`config.mk`:
```
export PLATFORM = sky130hd
export DESIGN_NAME = knob_accel_zero_detent_flat
export DESIGN_NICKNAME = d
export VERILOG_FILES = /design/src/kaz_pkg.sv /design/src/kaz_if.sv /design/src/kaz_cfg.sv /design/src/kaz_core.sv /design/src/knob_accel_zero_detent.sv /design/src/flat_wrapper.sv
export SDC_FILE = /design/constraint.sdc
export NUM_CORES = 1
export LEC_CHECK = 0
export ABC_AREA = 1
export BUFFER_PORTS_ARGS = -buffer_cell sky130_fd_sc_hd__buf_2
export CAP_MARGIN = 10
export CORE_MARGIN = 1
export CORE_UTILIZATION = 40
export CTS_BUF_LIST = sky130_fd_sc_hd__clkbuf_4
export DETAILED_ROUTE_END_ITERATION = 10
export HOLD_SLACK_MARGIN = 0.06
export PLACE_DENSITY = 0.69
export SLEW_MARGIN = 10
export SYNTH_ARGS = -nofsm -noshare
export SYNTH_HDL_FRONTEND = slang
export SYNTH_HIERARCHICAL = 1
export SYNTH_SLANG_ARGS = --single-unit
```
`constraint.sdc`:
```
create_clock -name clk -period 10.96 [get_ports clk]
set_input_delay 1.096 -clock clk [delete_from_list [all_inputs] [get_ports clk]]
set_output_delay 1.096 -clock clk [all_outputs]
set_load 0.01 [all_outputs]
```
`src/kaz_pkg.sv`:
```
package kaz_pkg;

  localparam int ValueW   = 16;
  localparam int StepW    = 10;
  localparam int HoldW    = 16;
  localparam int TimeW    = 32;
  localparam int KnobW    = 2;
  localparam int SlotW    = 2;
  localparam int MultW    = 3;
  localparam int ProdW    = StepW + 2;
  localparam int SumW     = ValueW + 2;
  localparam int AddrW    = 4;
  localparam int DataW    = 32;
  localparam int NumTimer = 6;
  localparam int NumSlot  = 3;

  localparam logic [TimeW-1:0] ThreshSlow = 32'd75;
  localparam logic [TimeW-1:0] ThreshMid  = 32'd50;
  localparam logic [TimeW-1:0] ThreshFast = 32'd25;

  localparam logic signed [ValueW-1:0] OffsetZeroRst = 16'sd0;
  localparam logic signed [ValueW-1:0] LevelZeroRst  = 16'sd0;
  localparam logic [StepW-1:0]         StepSizeRst   = 10'd1;
  localparam logic [HoldW-1:0]         HoldTimeRst   = 16'd500;

  localparam logic [1:0] RegOffsetZero = 2'd0;
  localparam logic [1:0] RegLevelZero  = 2'd1;
  localparam logic [1:0] RegStepSize   = 2'd2;
  localparam logic [1:0] RegHoldTime   = 2'd3;

  localparam logic [KnobW-1:0] KnobChA    = 2'd0;
  localparam logic [KnobW-1:0] KnobChB    = 2'd1;
  localparam logic [KnobW-1:0] KnobTrig   = 2'd2;
  localparam logic [KnobW-1:0] KnobUnused = 2'd3;

  localparam logic [SlotW-1:0] SlotBad = 2'd3;

  typedef struct packed {
    logic signed [ValueW-1:0] offset_zero;
    logic signed [ValueW-1:0] level_zero;
    logic [StepW-1:0]         step_size;
    logic [HoldW-1:0]         hold_time_ms;
  } cfg_t;

endpackage

```
`src/kaz_if.sv`:
```
interface kaz_in_if;
  logic                                  valid;
  logic                                  ready;
  logic [kaz_pkg::KnobW-1:0]             knob;
  logic                                  direction;
  logic [kaz_pkg::SlotW-1:0]             trigger_source;
  logic signed [kaz_pkg::ValueW-1:0]     current_value;
  logic [kaz_pkg::TimeW-1:0]             now_ms;

  modport source (output valid, knob, direction, trigger_source, current_value, now_ms,
                  input ready);
  modport sink (input valid, knob, direction, trigger_source, current_value, now_ms,
                output ready);
endinterface

interface kaz_out_if;
  logic                              valid;
  logic                              ready;
  logic                              apply;
  logic signed [kaz_pkg::ValueW-1:0] new_value;
  logic [kaz_pkg::SlotW-1:0]         slot;

  modport source (output valid, apply, new_value, slot, input ready);
  modport sink (input valid, apply, new_value, slot, output ready);
endinterface

```
`src/kaz_cfg.sv`:
```
module kaz_cfg (
  input  logic                        clk,
  input  logic                        rst_n,
  input  logic                        psel,
  input  logic                        penable,
  input  logic                        pwrite,
  input  logic [kaz_pkg::AddrW-1:0]   paddr,
  input  logic [kaz_pkg::DataW-1:0]   pwdata,
  output logic [kaz_pkg::DataW-1:0]   prdata,
  output logic                        pready,
  output kaz_pkg::cfg_t               cfg
);

  kaz_pkg::cfg_t cfg_r;
  logic          wr_en;
  logic [1:0]    reg_sel;

  assign pready  = 1'b1;
  assign wr_en   = psel && penable && pwrite;
  assign reg_sel = paddr[3:2];
  assign cfg     = cfg_r;

  always_ff @(posedge clk) begin
    if (!rst_n) begin
      cfg_r.offset_zero  <= kaz_pkg::OffsetZeroRst;
      cfg_r.level_zero   <= kaz_pkg::LevelZeroRst;
      cfg_r.step_size    <= kaz_pkg::StepSizeRst;
      cfg_r.hold_time_ms <= kaz_pkg::HoldTimeRst;
    end else if (wr_en) begin
      unique case (reg_sel)
        kaz_pkg::RegOffsetZero: cfg_r.offset_zero  <= pwdata[kaz_pkg::ValueW-1:0];
        kaz_pkg::RegLevelZero:  cfg_r.level_zero   <= pwdata[kaz_pkg::ValueW-1:0];
        kaz_pkg::RegStepSize:   cfg_r.step_size    <= pwdata[kaz_pkg::StepW-1:0];
        kaz_pkg::RegHoldTime:   cfg_r.hold_time_ms <= pwdata[kaz_pkg::HoldW-1:0];
        default: ;
      endcase
    end
  end

  always_comb begin
    unique case (reg_sel)
      kaz_pkg::RegOffsetZero: prdata = {{16{cfg_r.offset_zero[15]}}, cfg_r.offset_zero};
      kaz_pkg::RegLevelZero:  prdata = {{16{cfg_r.level_zero[15]}}, cfg_r.level_zero};
      kaz_pkg::RegStepSize:   prdata = {22'd0, cfg_r.step_size};
      kaz_pkg::RegHoldTime:   prdata = {16'd0, cfg_r.hold_time_ms};
      default:                prdata = '0;
    endcase
  end

endmodule

```
`src/kaz_core.sv`:
```
module kaz_core (
  input  logic          clk,
  input  logic          rst_n,
  input  kaz_pkg::cfg_t cfg,
  kaz_in_if.sink        in_ch,
  kaz_out_if.source     out_ch
);

  // input stage
  logic                              s1_v_r;
  logic [kaz_pkg::KnobW-1:0]         knob_r;
  logic                              dir_r;
  logic [kaz_pkg::SlotW-1:0]         tsrc_r;
  logic signed [kaz_pkg::ValueW-1:0] cur_r;
  logic [kaz_pkg::TimeW-1:0]         now_r;

  // result stage
  logic                              out_v_r;
  logic                              apply_r;
  logic signed [kaz_pkg::ValueW-1:0] value_r;
  logic [kaz_pkg::SlotW-1:0]         slot_r;

  logic [kaz_pkg::TimeW-1:0] last_r [kaz_pkg::NumTimer];
  logic [kaz_pkg::TimeW-1:0] hold_r [kaz_pkg::NumSlot];

  logic                              advance;
  logic                              take;
  logic                              ignore;
  logic                              is_trig;
  logic [kaz_pkg::SlotW-1:0]         slot;
  logic [1:0]                        slot_idx;
  logic [2:0]                        tmr_idx;
  logic signed [kaz_pkg::ValueW-1:0] zero;
  logic [kaz_pkg::TimeW-1:0]         delta;
  logic [kaz_pkg::MultW-1:0]         mult;
  logic [kaz_pkg::ProdW-1:0]         step;
  logic signed [kaz_pkg::SumW-1:0]   cur_x;
  logic signed [kaz_pkg::SumW-1:0]   zero_x;
  logic signed [kaz_pkg::SumW-1:0]   step_x;
  logic signed [kaz_pkg::SumW-1:0]   sum;
  logic signed [kaz_pkg::SumW-1:0]   snapped;
  logic signed [kaz_pkg::ValueW-1:0] wrapped;
  logic                              at_zero;
  logic [kaz_pkg::TimeW-1:0]         hs;
  logic [kaz_pkg::TimeW-1:0]         hold_el;
  logic                              hold_on;
  logic                              expired;
  logic                              apply_nxt;
  logic signed [kaz_pkg::ValueW-1:0] value_nxt;
  logic [kaz_pkg::SlotW-1:0]         slot_nxt;

  assign advance      = !out_v_r || out_ch.ready;
  assign take         = s1_v_r && advance;
  assign in_ch.ready  = !s1_v_r || advance;

  assign out_ch.valid     = out_v_r;
  assign out_ch.apply     = apply_r;
  assign out_ch.new_value = value_r;
  assign out_ch.slot      = slot_r;

  always_comb begin
    ignore   = (knob_r == kaz_pkg::KnobUnused) ||
               ((knob_r == kaz_pkg::KnobTrig) && (tsrc_r == kaz_pkg::SlotBad));
    is_trig  = knob_r == kaz_pkg::KnobTrig;
    slot     = is_trig ? tsrc_r : knob_r;
    slot_idx = ignore ? 2'd0 : slot;
    tmr_idx  = ignore ? 3'd0 : {knob_r, dir_r};
    zero     = is_trig ? cfg.level_zero : cfg.offset_zero;

    // acceleration from time since this timer's previous step
    delta = now_r - last_r[tmr_idx];
    if (delta > kaz_pkg::ThreshSlow) begin
      mult = 3'd1;
    end else if (delta > kaz_pkg::ThreshMid) begin
      mult = 3'd2;
    end else if (delta > kaz_pkg::ThreshFast) begin
      mult = 3'd3;
    end else begin
      mult = 3'd4;
    end
    step = kaz_pkg::ProdW'(cfg.step_size * mult);

    cur_x  = kaz_pkg::SumW'(cur_r);
    zero_x = kaz_pkg::SumW'(zero);
    step_x = signed'({{(kaz_pkg::SumW-kaz_pkg::ProdW){1'b0}}, step});
    sum    = dir_r ? cur_x + step_x : cur_x - step_x;

    // snap to zero point when the move crosses it
    if ((cur_x > zero_x && sum < zero_x) || (cur_x < zero_x && sum > zero_x)) begin
      snapped = zero_x;
    end else begin
      snapped = sum;
    end
    wrapped = snapped[kaz_pkg::ValueW-1:0];
    at_zero = wrapped == zero;

    hs      = hold_r[slot_idx];
    hold_el = now_r - hs;
    hold_on = hs != '0;
    expired = hold_el > {{(kaz_pkg::TimeW-kaz_pkg::HoldW){1'b0}}, cfg.hold_time_ms};

    if (ignore) begin
      apply_nxt = 1'b0;
      value_nxt = cur_r;
      slot_nxt  = (knob_r == kaz_pkg::KnobUnused) ? '0 : kaz_pkg::SlotBad;
    end else begin
      apply_nxt = at_zero || !hold_on || expired;
      value_nxt = wrapped;
      slot_nxt  = slot;
    end
  end

  always_ff @(posedge clk) begin
    if (!rst_n) begin
      s1_v_r  <= 1'b0;
      out_v_r <= 1'b0;
      for (int i = 0; i < kaz_pkg::NumTimer; i++) begin
        last_r[i] <= '0;
      end
      for (int i = 0; i < kaz_pkg::NumSlot; i++) begin
        hold_r[i] <= '0;
      end
    end else begin
      if (in_ch.ready) begin
        s1_v_r <= in_ch.valid;
      end
      if (advance) begin
        out_v_r <= s1_v_r;
      end
      if (take && !ignore) begin
        last_r[tmr_idx] <= now_r;
        if (at_zero) begin
          hold_r[slot_idx] <= now_r;
        end else if (hold_on && expired) begin
          hold_r[slot_idx] <= '0;
        end
      end
    end
  end

  always_ff @(posedge clk) begin
    if (in_ch.valid && in_ch.ready) begin
      knob_r <= in_ch.knob;
      dir_r  <= in_ch.direction;
      tsrc_r <= in_ch.trigger_source;
      cur_r  <= in_ch.current_value;
      now_r  <= in_ch.now_ms;
    end
    if (take) begin
      apply_r <= apply_nxt;
      value_r <= value_nxt;
      slot_r  <= slot_nxt;
    end
  end

endmodule

```
`src/knob_accel_zero_detent.sv`:
```
// a request passes from accept to result valid through the input register, then the result register
// throughput: one request per cycle while results are taken; single-pass logic between the two registers
// a stalled result lets one more request into the input register, after which
// input ready stays low until the result is taken
// reset (synchronous, rst_n low): event timers and zero holds cleared, registers to defaults
module knob_accel_zero_detent (
  input  logic                      clk,
  input  logic                      rst_n,
  kaz_in_if.sink                    in_ch,
  kaz_out_if.source                 out_ch,
  input  logic                      cfg_psel,
  input  logic                      cfg_penable,
  input  logic                      cfg_pwrite,
  input  logic [kaz_pkg::AddrW-1:0] cfg_paddr,
  input  logic [kaz_pkg::DataW-1:0] cfg_pwdata,
  output logic [kaz_pkg::DataW-1:0] cfg_prdata,
  output logic                      cfg_pready
);

  kaz_pkg::cfg_t cfg;

  kaz_cfg u_cfg (
    .clk     (clk),
    .rst_n   (rst_n),
    .psel    (cfg_psel),
    .penable (cfg_penable),
    .pwrite  (cfg_pwrite),
    .paddr   (cfg_paddr),
    .pwdata  (cfg_pwdata),
    .prdata  (cfg_prdata),
    .pready  (cfg_pready),
    .cfg     (cfg)
  );

  kaz_core u_core (
    .clk    (clk),
    .rst_n  (rst_n),
    .cfg    (cfg),
    .in_ch  (in_ch),
    .out_ch (out_ch)
  );

  a_reset_empty: assert property (@(posedge clk) $past(!rst_n) |-> !out_ch.valid)
    else $error("result valid right after reset");

  a_bad_slot_no_apply: assert property (@(posedge clk) disable iff (!rst_n)
    out_ch.valid && out_ch.slot == kaz_pkg::SlotBad |-> !out_ch.apply)
    else $error("apply set on ignored trigger source");

endmodule
```
`src/flat_wrapper.sv`:
```
// flat-port wrapper written by rule: the top's interface ports become plain ports
module knob_accel_zero_detent_flat 
  (clk, rst_n, cfg_psel, cfg_penable, cfg_pwrite, cfg_paddr, cfg_pwdata, cfg_prdata, cfg_pready, in_ch_valid, in_ch_knob, in_ch_direction, in_ch_trigger_source, in_ch_current_value, in_ch_now_ms, in_ch_ready, out_ch_valid, out_ch_apply, out_ch_new_value, out_ch_slot, out_ch_ready);
  kaz_in_if in_ch_i ();
  kaz_out_if out_ch_i ();
  input  logic clk;
  input  logic rst_n;
  input  logic cfg_psel;
  input  logic cfg_penable;
  input  logic cfg_pwrite;
  input  logic [kaz_pkg::AddrW-1:0] cfg_paddr;
  input  logic [kaz_pkg::DataW-1:0] cfg_pwdata;
  output logic [kaz_pkg::DataW-1:0] cfg_prdata;
  output logic cfg_pready;
  input wire logic [$bits(in_ch_i.valid)-1:0] in_ch_valid;
  input wire logic [$bits(in_ch_i.knob)-1:0] in_ch_knob;
  input wire logic [$bits(in_ch_i.direction)-1:0] in_ch_direction;
  input wire logic [$bits(in_ch_i.trigger_source)-1:0] in_ch_trigger_source;
  input wire logic [$bits(in_ch_i.current_value)-1:0] in_ch_current_value;
  input wire logic [$bits(in_ch_i.now_ms)-1:0] in_ch_now_ms;
  output wire logic [$bits(in_ch_i.ready)-1:0] in_ch_ready;
  output wire logic [$bits(out_ch_i.valid)-1:0] out_ch_valid;
  output wire logic [$bits(out_ch_i.apply)-1:0] out_ch_apply;
  output wire logic [$bits(out_ch_i.new_value)-1:0] out_ch_new_value;
  output wire logic [$bits(out_ch_i.slot)-1:0] out_ch_slot;
  input wire logic [$bits(out_ch_i.ready)-1:0] out_ch_ready;
  assign in_ch_i.valid = in_ch_valid;
  assign in_ch_i.knob = in_ch_knob;
  assign in_ch_i.direction = in_ch_direction;
  assign in_ch_i.trigger_source = in_ch_trigger_source;
  assign in_ch_i.current_value = in_ch_current_value;
  assign in_ch_i.now_ms = in_ch_now_ms;
  assign in_ch_ready = in_ch_i.ready;
  assign out_ch_valid = out_ch_i.valid;
  assign out_ch_apply = out_ch_i.apply;
  assign out_ch_new_value = out_ch_i.new_value;
  assign out_ch_slot = out_ch_i.slot;
  assign out_ch_i.ready = out_ch_ready;
  knob_accel_zero_detent u_core (.clk(clk), .rst_n(rst_n), .in_ch(in_ch_i), .out_ch(out_ch_i), .cfg_psel(cfg_psel), .cfg_penable(cfg_penable), .cfg_pwrite(cfg_pwrite), .cfg_paddr(cfg_paddr), .cfg_pwdata(cfg_pwdata), .cfg_prdata(cfg_prdata), .cfg_pready(cfg_pready));
endmodule
```
==> impl_metrics.yaml <==
run_status:
  outcome: "complete, no violations"
layout:
  final_cell_mix: "nand2_1, nor2_1, inv_1"
  mostFrequentLayoutCell: "nand2_1"
  nFillCells: 6196
  drive_gt1_share_pct: 26.1
  final_util_pct: 51.7
  fin_nets: 4187
  area_growth_pct: 27.5
synth:
  async_flop_share_pct: 0
  synth.avg_cell_area_sq_um: 7.94
  ys_seq_elements: 422
  synth_cell_types: 56
  ys_warn_count: 6
  netlist_area_sq_um: 27300
  synth_edf_count: 362
  postSynthCellCount: 3432
  yosysSeqAreaShare_pct: 44.3
  synth_area_leaders: "edfxtp_1, nand2_1, nor2_1"
  yosysTopAreaCellShare_pct: 39.9
  synth_top_flop_cell: "edfxtp_1"
  synth_largest_area_cell: "edfxtp_1"
setup_path:
  ff2ff_setup_slack_ns: 0.06
  crit_path_frequent_cell: "nand2_1"
  required_ns: 11.48
  critical-path-max-stage-delay_ns: 0.48
  cp_top_family: "simple AND/OR/NAND/NOR gates"
  crit_fanout: 23
  crit_type: "register to register"
  r2r-end: "u_core/u_core/hold_r[1][18]"
  reg2reg_from: "u_core/u_core/tsrc_r[0]"
  worstSetupStartpointType: "register"
  rr_worst_depth: 76
  critical_path_arrival_ns: 11.42
  crit_path_end_kind: "register"
  cpMaxStageDelayCell: "fa_2"
  crit_buf_inv: 14
floorplan:
  core_sq_um: 67300
  start_util_pct: 40.5
  io_pins: 150
  fp.dieW_um: 263
  row_count: 95
  dieHeight_um: 263
  dieArea_sq_um: 69200
sta:
  report.final.slew_viol_count: 0
  finalSetupViolations: 0
  hold_viol_final: 0
  fin_skew_ns: 0.0825
  timing.final.crit_share_pct: 99.4
  rsz0062_at_grt: "yes"
  clock.fmax_ghz: 0.0918
  worst_slack_ns: 0.0640
  tns_ns: 0
  tightest_slew_ns: 1.20
  fin_crit_ns: 10.90
  maxSlewHeadroom_pct: 18.9
clock_network:
  cts_made_buffers: 107
  clk_root_buffer_cell: "clkbuf_4"
  clock_path_buffers: 3
  clock_latency_ns: 0.89
  clkTransAtPathRegs_ns: 0.07
  cts_tree: "built"
  htree_num_levels: 3
  cts.sinks: 422
global_route:
  antenna_found_initial: 4
  grt_use_total_pct: 24.8
  grt_pass1_vias: 23785
  grt_start_max_net_pins: 62
  overflow: 0
  grt_pass1_wl_um: 132000
min_path:
  holdPathStages: 1
  min_from: "in_ch_now_ms[0]"
  hold_class: "primary input to register"
  whs_endpoint: "u_core/u_core/now_r[0]"
route:
  wl_per_cell_um: 18.5
  wl_um: 90600
  first_iter_violations: 2532
  first_pass_iters: 6
  via_per_inst: 5.32
  final_antenna_net_count: 0
  drc_errors: 0
  num_vias: 26058
place:
  hpwlAfterDp_um: 63200
  port_buffers: 130
  gp_congestion: 0.942
  dp_slack_ns: -0.383
power_and_ir_drop:
  p_leak_nw: 16.0
  powerDensity_nw_per_um2: 138
  power.total_mw: 4.80
  vdd_drop_max_uv: 95.9
job:
  maxCapViolCount: 0
-- sequential cells by signal (all words and copies together), names as in the netlist --
name	count
u_core/u_core/last_r	194
u_core/u_core/hold_r	96
u_core/u_cfg/cfg	58
u_core/u_core/now_r	32
u_core/u_core/cur_r	16
u_core/u_core/out_ch.new_value	16
u_core/u_core/knob_r	2
u_core/u_core/out_ch.slot	2
u_core/u_core/tsrc_r	2
u_core/u_core/dir_r	1
u_core/u_core/out_ch.apply	1
u_core/u_core/out_ch.valid	1
u_core/u_core/s1_v_r	1
-- layer usage --
layer	part of all wire, %	up-vias	global-route usage [%]
li1	-	12611	-
met1	42	12192	33.1
met2	46	1099	40.1
met3	8.8	156	4.55
met4	3.3	0	9.07
met5	0	-	0
-- what timing repair did --
| item | 4_1_cts | 5_1_grt |
|---|---|---|
| endpoints found under the setup margin | 193 | 209 |
| cloned | 5 | 11 |
| setup buffers | 9 | 35 |
| resized for setup | 82 | 324 |
| hold buffers | 0 | 0 |
| pin swaps | 14 | 112 |
-- cells in the mapped netlist, drive strengths merged, types with 60 or more instances --
cell,number
nand2,680
nor2,564
inv,463
edfxtp,362
o21ai,241
nand4,191
nand3,186
a21oi,154
ha,140
buf,88
clkbuf,68
dfxtp,60
-- per-stage QoR --
step	area (sq um)	cells	hold WS, ns
final	34800	4897	0.392
after global routing	34700	4894	0.288
after CTS	33100	4850	0.272
after detailed placement	31200	4646	0.488
after global placement	31200	4646	0.472
after floorplan	27300	3433	0.451
-- area by class of cell --
class / instances / area, sq um / share of cell area, %
Multi-Input combinational cell: 2392 / 14000 / 40.3
Sequential cell: 422 / 12100 / 34.7
Timing Repair Buffer: 553 / 4460 / 12.8
Inverter: 463 / 1740 / 5.01
Clock buffer: 164 / 1230 / 3.54
Tap cell: 873 / 1090 / 3.14
Clock inverter: 26 / 139 / 0.400
Antenna cell: 4 / 10.0 / 0.0288
-- cells by family (layout without fill, tap and decap cells) --
group / count (synthesis) / in the layout / synth area share (%)
DFF: 422 / 422 / 44.3
AOI/OAI and AO/OA: 493 / 493 / 10.2
and+or+nand+nor: 1681 / 1681 / 26.8
buffers and inverters: 619 / 1206 / 9.35
xor gates and xnor gates: 63 / 63 / 2.02
other: 2 / 7 / 0.0276
adders and majority gates: 152 / 152 / 7.31
-- how the worst max path moves through the flow --
stage | slack (ns) | start | end | depth (start not counted)
finish | 0.06 | u_core/u_core/tsrc_r[0] | u_core/u_core/hold_r[1][18] | 76
global placement | -0.30 | u_core/u_core/tsrc_r[0] | u_core/u_core/hold_r[2][30] | 77
CTS | -0.14 | u_core/u_core/tsrc_r[0] | u_core/u_core/hold_r[2][12] | 78
floorplan | 0.26 | u_core/u_core/knob_r[0] | u_core/u_core/hold_r[0][0] | 79
detailed placement | -0.38 | u_core/u_core/tsrc_r[0] | u_core/u_core/hold_r[2][30] | 77
global route | -0.62 | u_core/u_core/tsrc_r[0] | u_core/u_core/hold_r[1][8] | 78
-- where the power goes --
part / total [mW] / switching [mW] / internal (mW)
logic: 1.58 / 0.922 / 0.658
registers: 1.87 / 0.0482 / 1.82
clock network: 1.35 / 0.665 / 0.684
No activity file was read; power rests on OpenSTA's default activity.
